--- src/hw/rtl/assert_macros.svh ---
// assertion macros for the rtl
`ifndef ASSERT_MACROS_SVH
`define ASSERT_MACROS_SVH
`ifndef SYNTHESIS
`define ASSERT_IMPL(label, clk, rst_n, prop) \
	label: assert property (@(posedge clk) disable iff (!rst_n) prop) else $error("assertion failed");
`define ASSERT_NEVER(label, clk, rst_n, cond) \
	label: assert property (@(posedge clk) disable iff (!rst_n) !(cond)) else $error("forbidden condition");
`else
`define ASSERT_IMPL(label, clk, rst_n, prop)
`define ASSERT_NEVER(label, clk, rst_n, cond)
`endif
`endif

--- src/hw/rtl/gpwg_pkg.sv ---
// ----------------------------------------------------------------------------
// gpwg_pkg
// constants and codes for the gait phase wave generator
// ----------------------------------------------------------------------------
package gpwg_pkg;
	localparam int NUM_LEGS_DEF      = 4;
	localparam int FRACTION_BITS_DEF = 16;
	localparam int OUT_LEGS          = 4;
	localparam int TIME_W            = 32;
	localparam int PERIOD_W          = 24;
	localparam int RATIO_W           = 16;
	localparam int OFFSET_W          = 17;
	localparam int CFG_IDX_W         = 3;
	localparam int CFG_DATA_W        = 24;

	localparam logic [1:0] MODE_WAVE   = 2'd0;
	localparam logic [1:0] MODE_SWING  = 2'd1;
	localparam logic [1:0] MODE_STANCE = 2'd2;

	localparam logic [CFG_IDX_W-1:0] REG_PERIOD = 3'd0;
	localparam logic [CFG_IDX_W-1:0] REG_RATIO  = 3'd1;
	localparam logic [CFG_IDX_W-1:0] REG_OFF0   = 3'd2;
	localparam logic [CFG_IDX_W-1:0] REG_OFF3   = 3'd5;
endpackage

--- src/hw/rtl/gpwg_in_if.sv ---
// ----------------------------------------------------------------------------
// gpwg_in_if
// input channel: elapsed time and requested mode
// ----------------------------------------------------------------------------
interface gpwg_in_if;
	logic        valid;
	logic        ready;
	logic [31:0] elapsed_us;
	logic [1:0]  mode;
	modport source (output valid, elapsed_us, mode, input ready);
	modport sink (input valid, elapsed_us, mode, output ready);
endinterface

--- src/hw/rtl/gpwg_out_if.sv ---
// ----------------------------------------------------------------------------
// gpwg_out_if
// output channel: contact mask, leg phases and mode in effect
// ----------------------------------------------------------------------------
interface gpwg_out_if;
	logic        valid;
	logic        ready;
	logic [3:0]  contact_mask;
	logic [15:0] phase_leg0;
	logic [15:0] phase_leg1;
	logic [15:0] phase_leg2;
	logic [15:0] phase_leg3;
	logic [1:0]  mode_in_effect;
	modport source (output valid, contact_mask, phase_leg0, phase_leg1, phase_leg2,
		phase_leg3, mode_in_effect, input ready);
	modport sink (input valid, contact_mask, phase_leg0, phase_leg1, phase_leg2,
		phase_leg3, mode_in_effect, output ready);
endinterface

--- src/hw/rtl/gait_phase_wave_generator.sv ---
// wave mode runs two divisions per leg, leg by leg, on the shared bit-serial divider,
// then FIN and OUT; a switch away from a held wave mode repeats the divisions for it
// fixed modes skip the divider and go from accept straight to FIN; a fixed-to-fixed
// switch repeats FIN before OUT
// a finished result waits in the output register; ready returns the cycle after it is taken
// arst_n clears registers to their defaults, held mode all swing, phases one half
// ----------------------------------------------------------------------------
// gait_phase_wave_generator
// per leg stance contact and phase from elapsed time, with held mode switching
// ----------------------------------------------------------------------------
`include "assert_macros.svh"
module gait_phase_wave_generator #(
	parameter int NUM_LEGS      = gpwg_pkg::NUM_LEGS_DEF,
	parameter int FRACTION_BITS = gpwg_pkg::FRACTION_BITS_DEF
) (
	input  logic                        clk,
	input  logic                        arst_n,
	input  logic                        cfg_we,
	input  logic [gpwg_pkg::CFG_IDX_W-1:0]  cfg_index,
	input  logic [gpwg_pkg::CFG_DATA_W-1:0] cfg_data,
	gpwg_in_if.sink                     in_ch,
	gpwg_out_if.source                  out_ch
);
	localparam int F   = FRACTION_BITS;
	localparam int LW  = (NUM_LEGS > 1) ? $clog2(NUM_LEGS) : 1;
	localparam int PW  = gpwg_pkg::PERIOD_W;
	localparam int NW  = gpwg_pkg::TIME_W + F + 2;
	localparam logic [F:0] ONE  = {1'b1, {F{1'b0}}};
	localparam logic [F-1:0] HALF = {1'b1, {(F-1){1'b0}}};

	localparam logic [2:0] ST_IDLE = 3'd0;
	localparam logic [2:0] ST_D1   = 3'd1;
	localparam logic [2:0] ST_W1   = 3'd2;
	localparam logic [2:0] ST_D2   = 3'd3;
	localparam logic [2:0] ST_W2   = 3'd4;
	localparam logic [2:0] ST_FIN  = 3'd5;
	localparam logic [2:0] ST_OUT  = 3'd6;

	logic [PW-1:0]  period_q;
	logic [15:0]    ratio_q;
	logic [16:0]    offset_q [4];

	logic [1:0]     held_mode_q;
	logic [NUM_LEGS-1:0] held_con_q;
	logic [F-1:0]   held_ph_q [NUM_LEGS];
	logic [NUM_LEGS-1:0] pend_q;

	logic [2:0]     state_q;
	logic [LW-1:0]  leg_q;
	logic           pass_q;    // 0 requested mode, 1 held mode
	logic [31:0]    t_q;
	logic [1:0]     mode_q;
	logic [NUM_LEGS-1:0] con_q;
	logic [F-1:0]   ph_q [NUM_LEGS];
	logic [NUM_LEGS-1:0] hcon_q;
	logic [F-1:0]   hph_q [NUM_LEGS];
	logic [F:0]     n_q;

	logic           div_start;
	logic [NW-1:0]  div_num;
	logic [PW-1:0]  div_den;
	logic           div_done;
	logic [NW-1:0]  div_quo;

	gpwg_divider #(.NW(NW), .DW(PW)) u_div (
		.clk(clk), .arst_n(arst_n), .start(div_start), .num(div_num), .den(div_den),
		.done(div_done), .quo(div_quo)
	);

	// saturated operands
	logic [PW-1:0] p_eff;
	logic [F:0]    r_eff;
	logic [F:0]    o_eff;
	logic [1:0]    in_mode_n;
	logic [1:0]    cur_mode;
	logic [F:0]    ratio_ext;
	logic [16:0]   off_raw;
	logic          leg_in_range;

	assign p_eff = (period_q == '0) ? PW'(1) : period_q;
	always_comb begin
		ratio_ext = (F + 1)'(ratio_q);
		if (F < 16 && ratio_q > 16'(ONE - 1'b1)) ratio_ext = ONE - 1'b1;
		r_eff = (ratio_ext == '0) ? (F + 1)'(1) : ratio_ext;
		leg_in_range = (32'(leg_q) < 32'd4);
		off_raw = leg_in_range ? offset_q[leg_q[1:0]] : 17'd0;
		o_eff = ((F + 1 < 17) ? (off_raw > 17'(ONE)) : (32'(off_raw) > 32'(ONE)))
			? ONE : (F + 1)'(off_raw);
		in_mode_n = (in_ch.mode == 2'd3) ? gpwg_pkg::MODE_STANCE : in_ch.mode;
		cur_mode = pass_q ? held_mode_q : mode_q;
	end

	// first division: (t*2^F + P*2^F - P*o) mod P*2^F, then /P equals
	// ((t + P - P*o/2^F) ...) done exactly as num = t*2^F + P*(2^F - o), quotient
	// mod 2^F after dividing by P
	logic [NW-1:0] num1;
	logic [NW-1:0] prod_po;
	logic [F:0]    n_next;
	logic [F:0]    d2_den;
	logic [F:0]    d2_n;
	assign prod_po = NW'(p_eff) * NW'(ONE - o_eff);
	assign num1    = {2'b00, t_q, {F{1'b0}}} + prod_po;
	assign n_next  = {1'b0, div_quo[F-1:0]};
	assign d2_n    = (n_q < r_eff) ? n_q : n_q - r_eff;
	assign d2_den  = (n_q < r_eff) ? r_eff : ONE - r_eff;

	always_comb begin
		div_start = 1'b0;
		div_num   = num1;
		div_den   = p_eff;
		if (state_q == ST_D1) div_start = 1'b1;
		if (state_q == ST_D2) begin
			div_start = 1'b1;
			div_num   = NW'({d2_n, {F{1'b0}}});
			div_den   = PW'(d2_den);
		end
	end

	logic          last_leg;
	assign last_leg = (leg_q == LW'(NUM_LEGS - 1));

	// mode switch decision, combinational over legs
	logic          mode_change;
	logic [NUM_LEGS-1:0] hc_fix;
	logic [NUM_LEGS-1:0] pend_after;
	logic [NUM_LEGS-1:0] pend_new;
	logic [NUM_LEGS-1:0] con_out;
	logic [F-1:0]  ph_out [NUM_LEGS];
	always_comb begin
		mode_change = (mode_q != held_mode_q);
		hc_fix = hcon_q;
		if (mode_q == gpwg_pkg::MODE_STANCE && held_mode_q == gpwg_pkg::MODE_SWING)
			hc_fix = '1;
		else if (mode_q == gpwg_pkg::MODE_SWING && held_mode_q == gpwg_pkg::MODE_STANCE)
			hc_fix = '0;
		if (!mode_change) hc_fix = held_con_q;
		pend_after = (mode_change && pend_q == '0) ? '1 : pend_q;
		pend_new = pend_after;
		con_out = con_q;
		for (int i = 0; i < NUM_LEGS; i++) begin
			ph_out[i] = ph_q[i];
			if (pend_after != '0) begin
				if (con_q[i] == hc_fix[i]) begin
					pend_new[i] = 1'b0;
				end else begin
					con_out[i] = hc_fix[i];
					ph_out[i] = mode_change ? hph_q[i] : held_ph_q[i];
				end
			end
		end
	end

	always_ff @(posedge clk or negedge arst_n) begin
		if (!arst_n) begin
			period_q    <= PW'(500000);
			ratio_q     <= 16'd32768;
			offset_q[0] <= 17'd0;
			offset_q[1] <= 17'd32768;
			offset_q[2] <= 17'd32768;
			offset_q[3] <= 17'd0;
			held_mode_q <= gpwg_pkg::MODE_SWING;
			held_con_q  <= '0;
			pend_q      <= '0;
			for (int i = 0; i < NUM_LEGS; i++) held_ph_q[i] <= HALF;
			state_q     <= ST_IDLE;
			leg_q       <= '0;
			pass_q      <= 1'b0;
			out_ch.valid <= 1'b0;
		end else begin
			if (cfg_we) begin
				if (cfg_index == gpwg_pkg::REG_PERIOD) period_q <= cfg_data;
				else if (cfg_index == gpwg_pkg::REG_RATIO) ratio_q <= cfg_data[15:0];
				else if (cfg_index >= gpwg_pkg::REG_OFF0 && cfg_index <= gpwg_pkg::REG_OFF3)
					offset_q[2'(cfg_index - gpwg_pkg::REG_OFF0)] <= cfg_data[16:0];
			end
			unique case (state_q)
				ST_IDLE: begin
					if (in_ch.valid) begin
						leg_q  <= '0;
						pass_q <= 1'b0;
						state_q <= ST_FIN;
						if (in_mode_n == gpwg_pkg::MODE_WAVE) state_q <= ST_D1;
					end
				end
				ST_D1: state_q <= ST_W1;
				ST_W1: if (div_done) state_q <= ST_D2;
				ST_D2: state_q <= ST_W2;
				ST_W2: begin
					if (div_done) begin
						if (last_leg) begin
							leg_q <= '0;
							state_q <= ST_FIN;
						end else begin
							leg_q <= leg_q + 1'b1;
							state_q <= ST_D1;
						end
					end
				end
				ST_FIN: begin
					if (!pass_q && mode_q != held_mode_q) begin
						pass_q <= 1'b1;
						state_q <= (held_mode_q == gpwg_pkg::MODE_WAVE) ? ST_D1 : ST_FIN;
						if (held_mode_q != gpwg_pkg::MODE_WAVE) pass_q <= 1'b1;
					end else begin
						if (mode_change) begin
							held_ph_q <= hph_q;
						end
						held_con_q <= mode_change ? hc_fix : held_con_q;
						pend_q <= pend_new;
						if (pend_after != '0 && pend_new == '0) held_mode_q <= mode_q;
						state_q <= ST_OUT;
						out_ch.valid <= 1'b1;
					end
				end
				ST_OUT: begin
					if (out_ch.ready) begin
						out_ch.valid <= 1'b0;
						state_q <= ST_IDLE;
					end
				end
				default: state_q <= ST_IDLE;
			endcase
		end
	end

	// datapath registers
	always_ff @(posedge clk) begin
		if (state_q == ST_IDLE && in_ch.valid) begin
			t_q    <= in_ch.elapsed_us;
			mode_q <= in_mode_n;
			for (int i = 0; i < NUM_LEGS; i++) begin
				con_q[i] <= (in_mode_n == gpwg_pkg::MODE_STANCE);
				ph_q[i]  <= HALF;
			end
		end
		if (state_q == ST_FIN && !pass_q && mode_q != held_mode_q
				&& held_mode_q != gpwg_pkg::MODE_WAVE) begin
			for (int i = 0; i < NUM_LEGS; i++) begin
				hcon_q[i] <= (held_mode_q == gpwg_pkg::MODE_STANCE);
				hph_q[i]  <= HALF;
			end
		end
		if (state_q == ST_W1 && div_done) n_q <= n_next;
		if (state_q == ST_W2 && div_done) begin
			if (cur_mode == gpwg_pkg::MODE_WAVE && !pass_q) begin
				con_q[leg_q] <= (n_q < r_eff);
				ph_q[leg_q]  <= div_quo[F-1:0];
			end else begin
				hcon_q[leg_q] <= (n_q < r_eff);
				hph_q[leg_q]  <= div_quo[F-1:0];
			end
		end
		if (state_q == ST_FIN && !(!pass_q && mode_q != held_mode_q)) begin
			out_ch.mode_in_effect <= (pend_after != '0 && pend_new == '0)
				? mode_q : held_mode_q;
			for (int i = 0; i < gpwg_pkg::OUT_LEGS; i++) begin
				if (i < NUM_LEGS) out_ch.contact_mask[i] <= con_out[i];
				else out_ch.contact_mask[i] <= 1'b0;
			end
			out_ch.phase_leg0 <= 16'(ph_out[0]);
			out_ch.phase_leg1 <= (NUM_LEGS > 1) ? 16'(ph_out[1 % NUM_LEGS]) : 16'd0;
			out_ch.phase_leg2 <= (NUM_LEGS > 2) ? 16'(ph_out[2 % NUM_LEGS]) : 16'd0;
			out_ch.phase_leg3 <= (NUM_LEGS > 3) ? 16'(ph_out[3 % NUM_LEGS]) : 16'd0;
		end
	end

	assign in_ch.ready = (state_q == ST_IDLE);

	`ASSERT_IMPL(a_busy_not_ready, clk, arst_n, (state_q != ST_IDLE) |-> !in_ch.ready)
	`ASSERT_IMPL(a_valid_in_out, clk, arst_n, out_ch.valid |-> (state_q == ST_OUT))
	`ASSERT_NEVER(a_held_mode_three, clk, arst_n, held_mode_q == 2'd3)
	`ASSERT_IMPL(a_accept_starts, clk, arst_n, (in_ch.valid && in_ch.ready) |=> (state_q != ST_IDLE))
endmodule

--- src/hw/rtl/gpwg_divider.sv ---
// ----------------------------------------------------------------------------
// gpwg_divider
// shared restoring divider, one quotient bit per cycle while busy
// ----------------------------------------------------------------------------
module gpwg_divider #(
	parameter int NW = 64,
	parameter int DW = 24
) (
	input  logic          clk,
	input  logic          arst_n,
	input  logic          start,
	input  logic [NW-1:0] num,
	input  logic [DW-1:0] den,
	output logic          done,
	output logic [NW-1:0] quo
);
	localparam int CW = $clog2(NW + 1);
	logic [NW-1:0] quo_q;
	logic [DW-1:0] rem_q;
	logic [DW-1:0] den_q;
	logic [CW-1:0] cnt_q;
	logic          busy_q;
	logic [DW:0]   trial;
	logic [DW:0]   diff;

	assign trial = {rem_q, quo_q[NW-1]};
	assign diff  = trial - {1'b0, den_q};

	always_ff @(posedge clk or negedge arst_n) begin
		if (!arst_n) begin
			busy_q <= 1'b0;
			cnt_q  <= '0;
			done   <= 1'b0;
		end else begin
			done <= 1'b0;
			if (start) begin
				busy_q <= 1'b1;
				cnt_q  <= CW'(NW);
			end else if (busy_q) begin
				cnt_q <= cnt_q - 1'b1;
				if (cnt_q == CW'(1)) begin
					busy_q <= 1'b0;
					done   <= 1'b1;
				end
			end
		end
	end

	always_ff @(posedge clk) begin
		if (start) begin
			quo_q <= num;
			rem_q <= '0;
			den_q <= den;
		end else if (busy_q) begin
			if (!diff[DW]) begin
				rem_q <= diff[DW-1:0];
				quo_q <= {quo_q[NW-2:0], 1'b1};
			end else begin
				rem_q <= trial[DW-1:0];
				quo_q <= {quo_q[NW-2:0], 1'b0};
			end
		end
	end

	assign quo = quo_q;
endmodule
--- src/flat_wrapper.sv ---
// flat-port wrapper written by rule: the top's interface ports become plain ports
module gait_phase_wave_generator_flat 
#(
	parameter int NUM_LEGS      = gpwg_pkg::NUM_LEGS_DEF,
	parameter int FRACTION_BITS = gpwg_pkg::FRACTION_BITS_DEF
)
  (clk, arst_n, cfg_we, cfg_index, cfg_data, in_ch_valid, in_ch_elapsed_us, in_ch_mode, in_ch_ready, out_ch_valid, out_ch_contact_mask, out_ch_phase_leg0, out_ch_phase_leg1, out_ch_phase_leg2, out_ch_phase_leg3, out_ch_mode_in_effect, out_ch_ready);
  gpwg_in_if in_ch_i ();
  gpwg_out_if out_ch_i ();
  input  logic clk;
  input  logic arst_n;
  input  logic cfg_we;
  input  logic [gpwg_pkg::CFG_IDX_W-1:0] cfg_index;
  input  logic [gpwg_pkg::CFG_DATA_W-1:0] cfg_data;
  input wire logic [$bits(in_ch_i.valid)-1:0] in_ch_valid;
  input wire logic [$bits(in_ch_i.elapsed_us)-1:0] in_ch_elapsed_us;
  input wire logic [$bits(in_ch_i.mode)-1:0] in_ch_mode;
  output wire logic [$bits(in_ch_i.ready)-1:0] in_ch_ready;
  output wire logic [$bits(out_ch_i.valid)-1:0] out_ch_valid;
  output wire logic [$bits(out_ch_i.contact_mask)-1:0] out_ch_contact_mask;
  output wire logic [$bits(out_ch_i.phase_leg0)-1:0] out_ch_phase_leg0;
  output wire logic [$bits(out_ch_i.phase_leg1)-1:0] out_ch_phase_leg1;
  output wire logic [$bits(out_ch_i.phase_leg2)-1:0] out_ch_phase_leg2;
  output wire logic [$bits(out_ch_i.phase_leg3)-1:0] out_ch_phase_leg3;
  output wire logic [$bits(out_ch_i.mode_in_effect)-1:0] out_ch_mode_in_effect;
  input wire logic [$bits(out_ch_i.ready)-1:0] out_ch_ready;
  assign in_ch_i.valid = in_ch_valid;
  assign in_ch_i.elapsed_us = in_ch_elapsed_us;
  assign in_ch_i.mode = in_ch_mode;
  assign in_ch_ready = in_ch_i.ready;
  assign out_ch_valid = out_ch_i.valid;
  assign out_ch_contact_mask = out_ch_i.contact_mask;
  assign out_ch_phase_leg0 = out_ch_i.phase_leg0;
  assign out_ch_phase_leg1 = out_ch_i.phase_leg1;
  assign out_ch_phase_leg2 = out_ch_i.phase_leg2;
  assign out_ch_phase_leg3 = out_ch_i.phase_leg3;
  assign out_ch_mode_in_effect = out_ch_i.mode_in_effect;
  assign out_ch_i.ready = out_ch_ready;
  gait_phase_wave_generator #(.NUM_LEGS(NUM_LEGS), .FRACTION_BITS(FRACTION_BITS)) u_core (.clk(clk), .arst_n(arst_n), .cfg_we(cfg_we), .cfg_index(cfg_index), .cfg_data(cfg_data), .in_ch(in_ch_i), .out_ch(out_ch_i));
endmodule
--- config.mk ---
export PLATFORM = sky130hd
export DESIGN_NAME = gait_phase_wave_generator_flat
export DESIGN_NICKNAME = d
export VERILOG_FILES = /design/src/hw/rtl/gpwg_pkg.sv /design/src/hw/rtl/gpwg_in_if.sv /design/src/hw/rtl/gpwg_out_if.sv /design/src/hw/rtl/gait_phase_wave_generator.sv /design/src/hw/rtl/gpwg_divider.sv /design/src/flat_wrapper.sv
export VERILOG_INCLUDE_DIRS = /design/src /design/src/hw/rtl
export SDC_FILE = /design/constraint.sdc
export NUM_CORES = 2
export LEC_CHECK = 0
export BUFFER_PORTS_ARGS = -buffer_cell sky130_fd_sc_hd__buf_2
export CORE_AREA = 4 4 214 372
export CTS_CLUSTER_DIAMETER = 120
export DETAILED_ROUTE_END_ITERATION = 16
export DIE_AREA = 0 0 218 376
export PLACE_DENSITY = 0.8
export SETUP_SLACK_MARGIN = 0.3
export SLEW_MARGIN = 5
export SYNTH_ARGS = -nofsm -noshare
export SYNTH_HDL_FRONTEND = slang
export SYNTH_SLANG_ARGS = --single-unit
--- constraint.sdc ---
create_clock -name clk -period 25.5 [get_ports clk]
set_clock_uncertainty 0.05 [all_clocks]
set_input_delay 2.55 -clock clk [delete_from_list [all_inputs] [get_ports clk]]
set_output_delay 2.55 -clock clk [all_outputs]
set_load 0.05 [all_outputs]
==> impl_metrics.yaml <==
outcome:
  status: "finished clean"
timing:
  drv_slew: 0
  fin_crit_sh_pct: 46.3
  max_slew_margin_pct: 23.8
  rsz0062_at_grt: "no"
  hold_violations: 0
  tns_ns: 0
  period_needed_ns: 11.81
  finalSetupViolCount: 0
  whs_ns: 0.429
  worstMarginPinSlew_ns: 1.14
  max_freq_mhz: 84.7
synthesis:
  ys_seq_area_share_pct: 33.3
  synth-async-reset-ratio_pct: 35.8
  yosysTopAreaCellShare_pct: 24.7
  ys_ff_latch: 551
  ys_top_cells_by_area: "fa_1 25%, edfxtp_1 18%, dfrtp_1 10%, inv_1 5.7%, ha_1 4.9%"
  synth_area_um2: 44000
  yosysUniqueCellTypes: 80
  synthCells: 4195
  ys_dominant_reg_cell: "edfxtp_1"
  yosysWarnings: 0
  synth_edf_count: 258
  post-synth-top-area-cell: "fa_1"
  avgSynthCellArea_um2: 10.5
clock_network:
  clock_sinks: 551
  clock-root-buffer: "clkbuf_16"
  clock_path_buffers: 3
  clk_pin_slew_ns: 0.07
  cts_hold_buf: 0
  cts_tree: "yes"
  clock_latency_ns: 0.64
  htreeDepth: 2
  cts_setup_buffers: 0
  cts_buffers: 51
  cts_resized: 0
setup_path:
  r2r-end: "u_core.u_div.quo[47]"
  cp_slowest_cell: "dfrtp_1"
  ff2ff_path_depth: 34
  start_kind: "flop"
  critPathMaxFanout: 63
  r2r_start: "u_core.leg_q[1]"
  critPathCaptureType: "flop"
  cp.required_ns: 25.79
  critPathMaxStageDelay_ns: 1.09
  worstPathArrival_ns: 12.09
  worst-setup-path-type: "flop to flop"
  rrSetupSlack_ns: 13.69
drt:
  via_per_inst: 5.89
  drt_wl_total_um: 115000
  drc_errors: 0
  dr.pass1.iters: 6
  num_vias: 31400
  drt_iter0_markers: 2423
  routedWlPerCell_um: 21.6
  ant_nets: 0
flow_run:
  maxCapViolations: 0
global_route:
  grt_pass1_wl_um: 182000
  overflow: 0
  grt_start_max_net_pins: 79
  antenna_found_initial: 1
  grt_usage_pct: 28.6
  grt_pass1_vias: 33900
min_path:
  min_to: "u_core.hph_q[31]"
  min_delay_path_depth: 2
  hp-class: "flop to flop"
  min_from: "u_core.hph_q[31]"
finish:
  synthToLayoutAreaGrowth_pct: 8.08
  fillerInstances: 6084
  final_layout_size_suffix_gt1_share_pct: 12.0
  nNetsFinal: 5047
placed_design:
  hpwl_um: 88300
  gp_congestion: 0.989
  port_buffers: 137
floorplanning:
  coreArea_um2: 76500
  dieWidth_um: 218
  io_pins: 138
  rows: 134
  die-area_um2: 82000
  start_util_pct: 57.5
  die_y_um: 376
## worst max path at each step
stage / start / endpoint / slack, ns
after detailed placement: u_core.leg_q[1] / u_core.u_div.quo[47] / 13.91
final: u_core.leg_q[1] / u_core.u_div.quo[47] / 13.69
after floorplan: u_core.leg_q[1] / u_core.u_div.quo[47] / 15.59
after CTS: u_core.leg_q[1] / u_core.u_div.quo[47] / 13.86
after global routing: u_core.leg_q[1] / u_core.u_div.quo[47] / 13.18
after global placement: u_core.leg_q[1] / u_core.u_div.quo[43] / 14.12
## flip-flops by register name, summed over array words and instances (netlist names), 4 cells and up
register                    cells
u_core.out_ch.contact_mask      4
u_core.u_div.quo               50
u_core.t_q                     32
u_core.hcon_q                   4
u_core.held_con_q               4
u_core.out_ch.phase_leg1       16
u_core.out_ch.phase_leg3       16
u_core.hph_q                   64
u_core.u_div.den_q             24
u_core.n_q                     16
u_core.held_ph_q               64
u_core.pend_q                   4
u_core.period_q                24
u_core.u_div.rem_q             24
u_core.out_ch.phase_leg0       16
u_core.out_ch.phase_leg2       16
u_core.ratio_q                 16
u_core.offset_q                68
u_core.ph_q                    64
u_core.con_q                    4
u_core.u_div.cnt_q              6
## metal layers
| layer | track usage, % | part of all wire, % | vias to the layer above |
|---|---|---|---|
| li1 | - | - | 13800 |
| met1 | 29.7 | 32 | 15700 |
| met2 | 50.8 | 51 | 1332 |
| met3 | 4.00 | 6.0 | 545 |
| met4 | 23.1 | 10 | 2 |
| met5 | 0 | 0.011 | - |
## cells in the mapped netlist (8+ instances only)
| cell type | n |
|---|---|
| nand2b_1 | 16 |
| a221oi_1 | 9 |
| a22oi_1 | 18 |
| edfxtp_1 | 258 |
| fa_1 | 543 |
| nor4_1 | 14 |
| ha_1 | 172 |
| or2_2 | 9 |
| nand4_1 | 18 |
| nand2_1 | 466 |
| and3_1 | 106 |
| a211oi_1 | 12 |
| nand3b_1 | 9 |
| o21bai_1 | 13 |
| o31ai_1 | 13 |
| mux4_2 | 16 |
| clkbuf_1 | 199 |
| mux2i_1 | 57 |
| o21a_1 | 20 |
| nor2_1 | 120 |
| nand3_1 | 31 |
| buf_2 | 13 |
| dfrtp_1 | 182 |
| and2_1 | 211 |
| dfstp_2 | 15 |
| nor2b_1 | 17 |
| a21o_1 | 30 |
| o21ai_0 | 190 |
| nor3_1 | 18 |
| a21oi_1 | 120 |
| buf_1 | 17 |
| mux2_2 | 162 |
| a41oi_1 | 8 |
| dfxtp_1 | 96 |
| a22o_1 | 63 |
| a31oi_1 | 48 |
| xnor2_1 | 70 |
| o211ai_1 | 18 |
| inv_1 | 670 |
| xor2_1 | 36 |
## worst max-delay path: cells and delay by family, from the launching register on
kind,cells,cell delay (ns)
buffers and inverters,9,1.18
AO/OA/AOI/OAI,9,2.79
AND/OR/NAND/NOR,6,1.87
XOR/XNOR,1,0.14
flip-flops,1,1.09
multiplexers,1,0.49
adder cells (fa/ha/maj),8,3.84
## cells in the final DEF, fill, tap and decap left out, drive strengths merged, types with 31 or more instances in the layout
cell and instances:
nor2 120, dfxtp 96, mux2i 57, mux2 162, edfxtp 258, a22o 63
ha 172, xnor2 70, inv 677, conb 48, nand2 466, and2 212
dfrtp 182, clkbuf 66, nand3 31, a21oi 121, and3 106, xor2 36
o21ai 191, buf 203, a31oi 48, fa 543
## layout make-up
| type | count | area [um2] | share of cell area [%] |
|---|---|---|---|
| timing repair buffer | 204 | 1200 | 2.52 |
| clock inverter | 31 | 309 | 0.651 |
| tap | 1020 | 1280 | 2.69 |
| antenna | 3 | 7.51 | 0.0158 |
| clock buffer | 65 | 1410 | 2.97 |
| multi-input combinational | 2787 | 26200 | 55.1 |
| sequential | 551 | 14600 | 30.8 |
| inverter | 671 | 2520 | 5.30 |
## through the flow
| step | utilization [%] | instance area (um2) | worst slack [ns] | std cells |
|---|---|---|---|---|
| after floorplan | - | 44100 | 15.59 | 4241 |
| after global placement | 59.9 | 45800 | 14.12 | 5233 |
| after detailed placement | 59.9 | 45800 | 13.91 | 5233 |
| after CTS | 62.1 | 47500 | 13.86 | 5329 |
| after global routing | 62.1 | 47500 | 13.18 | 5329 |
| final | 62.1 | 47500 | 13.69 | 5332 |
## logic make-up after synthesis
| logic type | synth area share, % |
|---|---|
| other cells | 0.0171 |
| fa+ha+maj | 29.6 |
| xor+xnor | 2.11 |
| buf+inv | 7.78 |
| simple gates | 11.8 |
| mux | 6.27 |
| compound gates | 9.13 |
| flops | 33.3 |
Power is left out: the tool's default activity adds up to more than one toggle a clock period on the data nets, which glitch-free logic cannot reach.
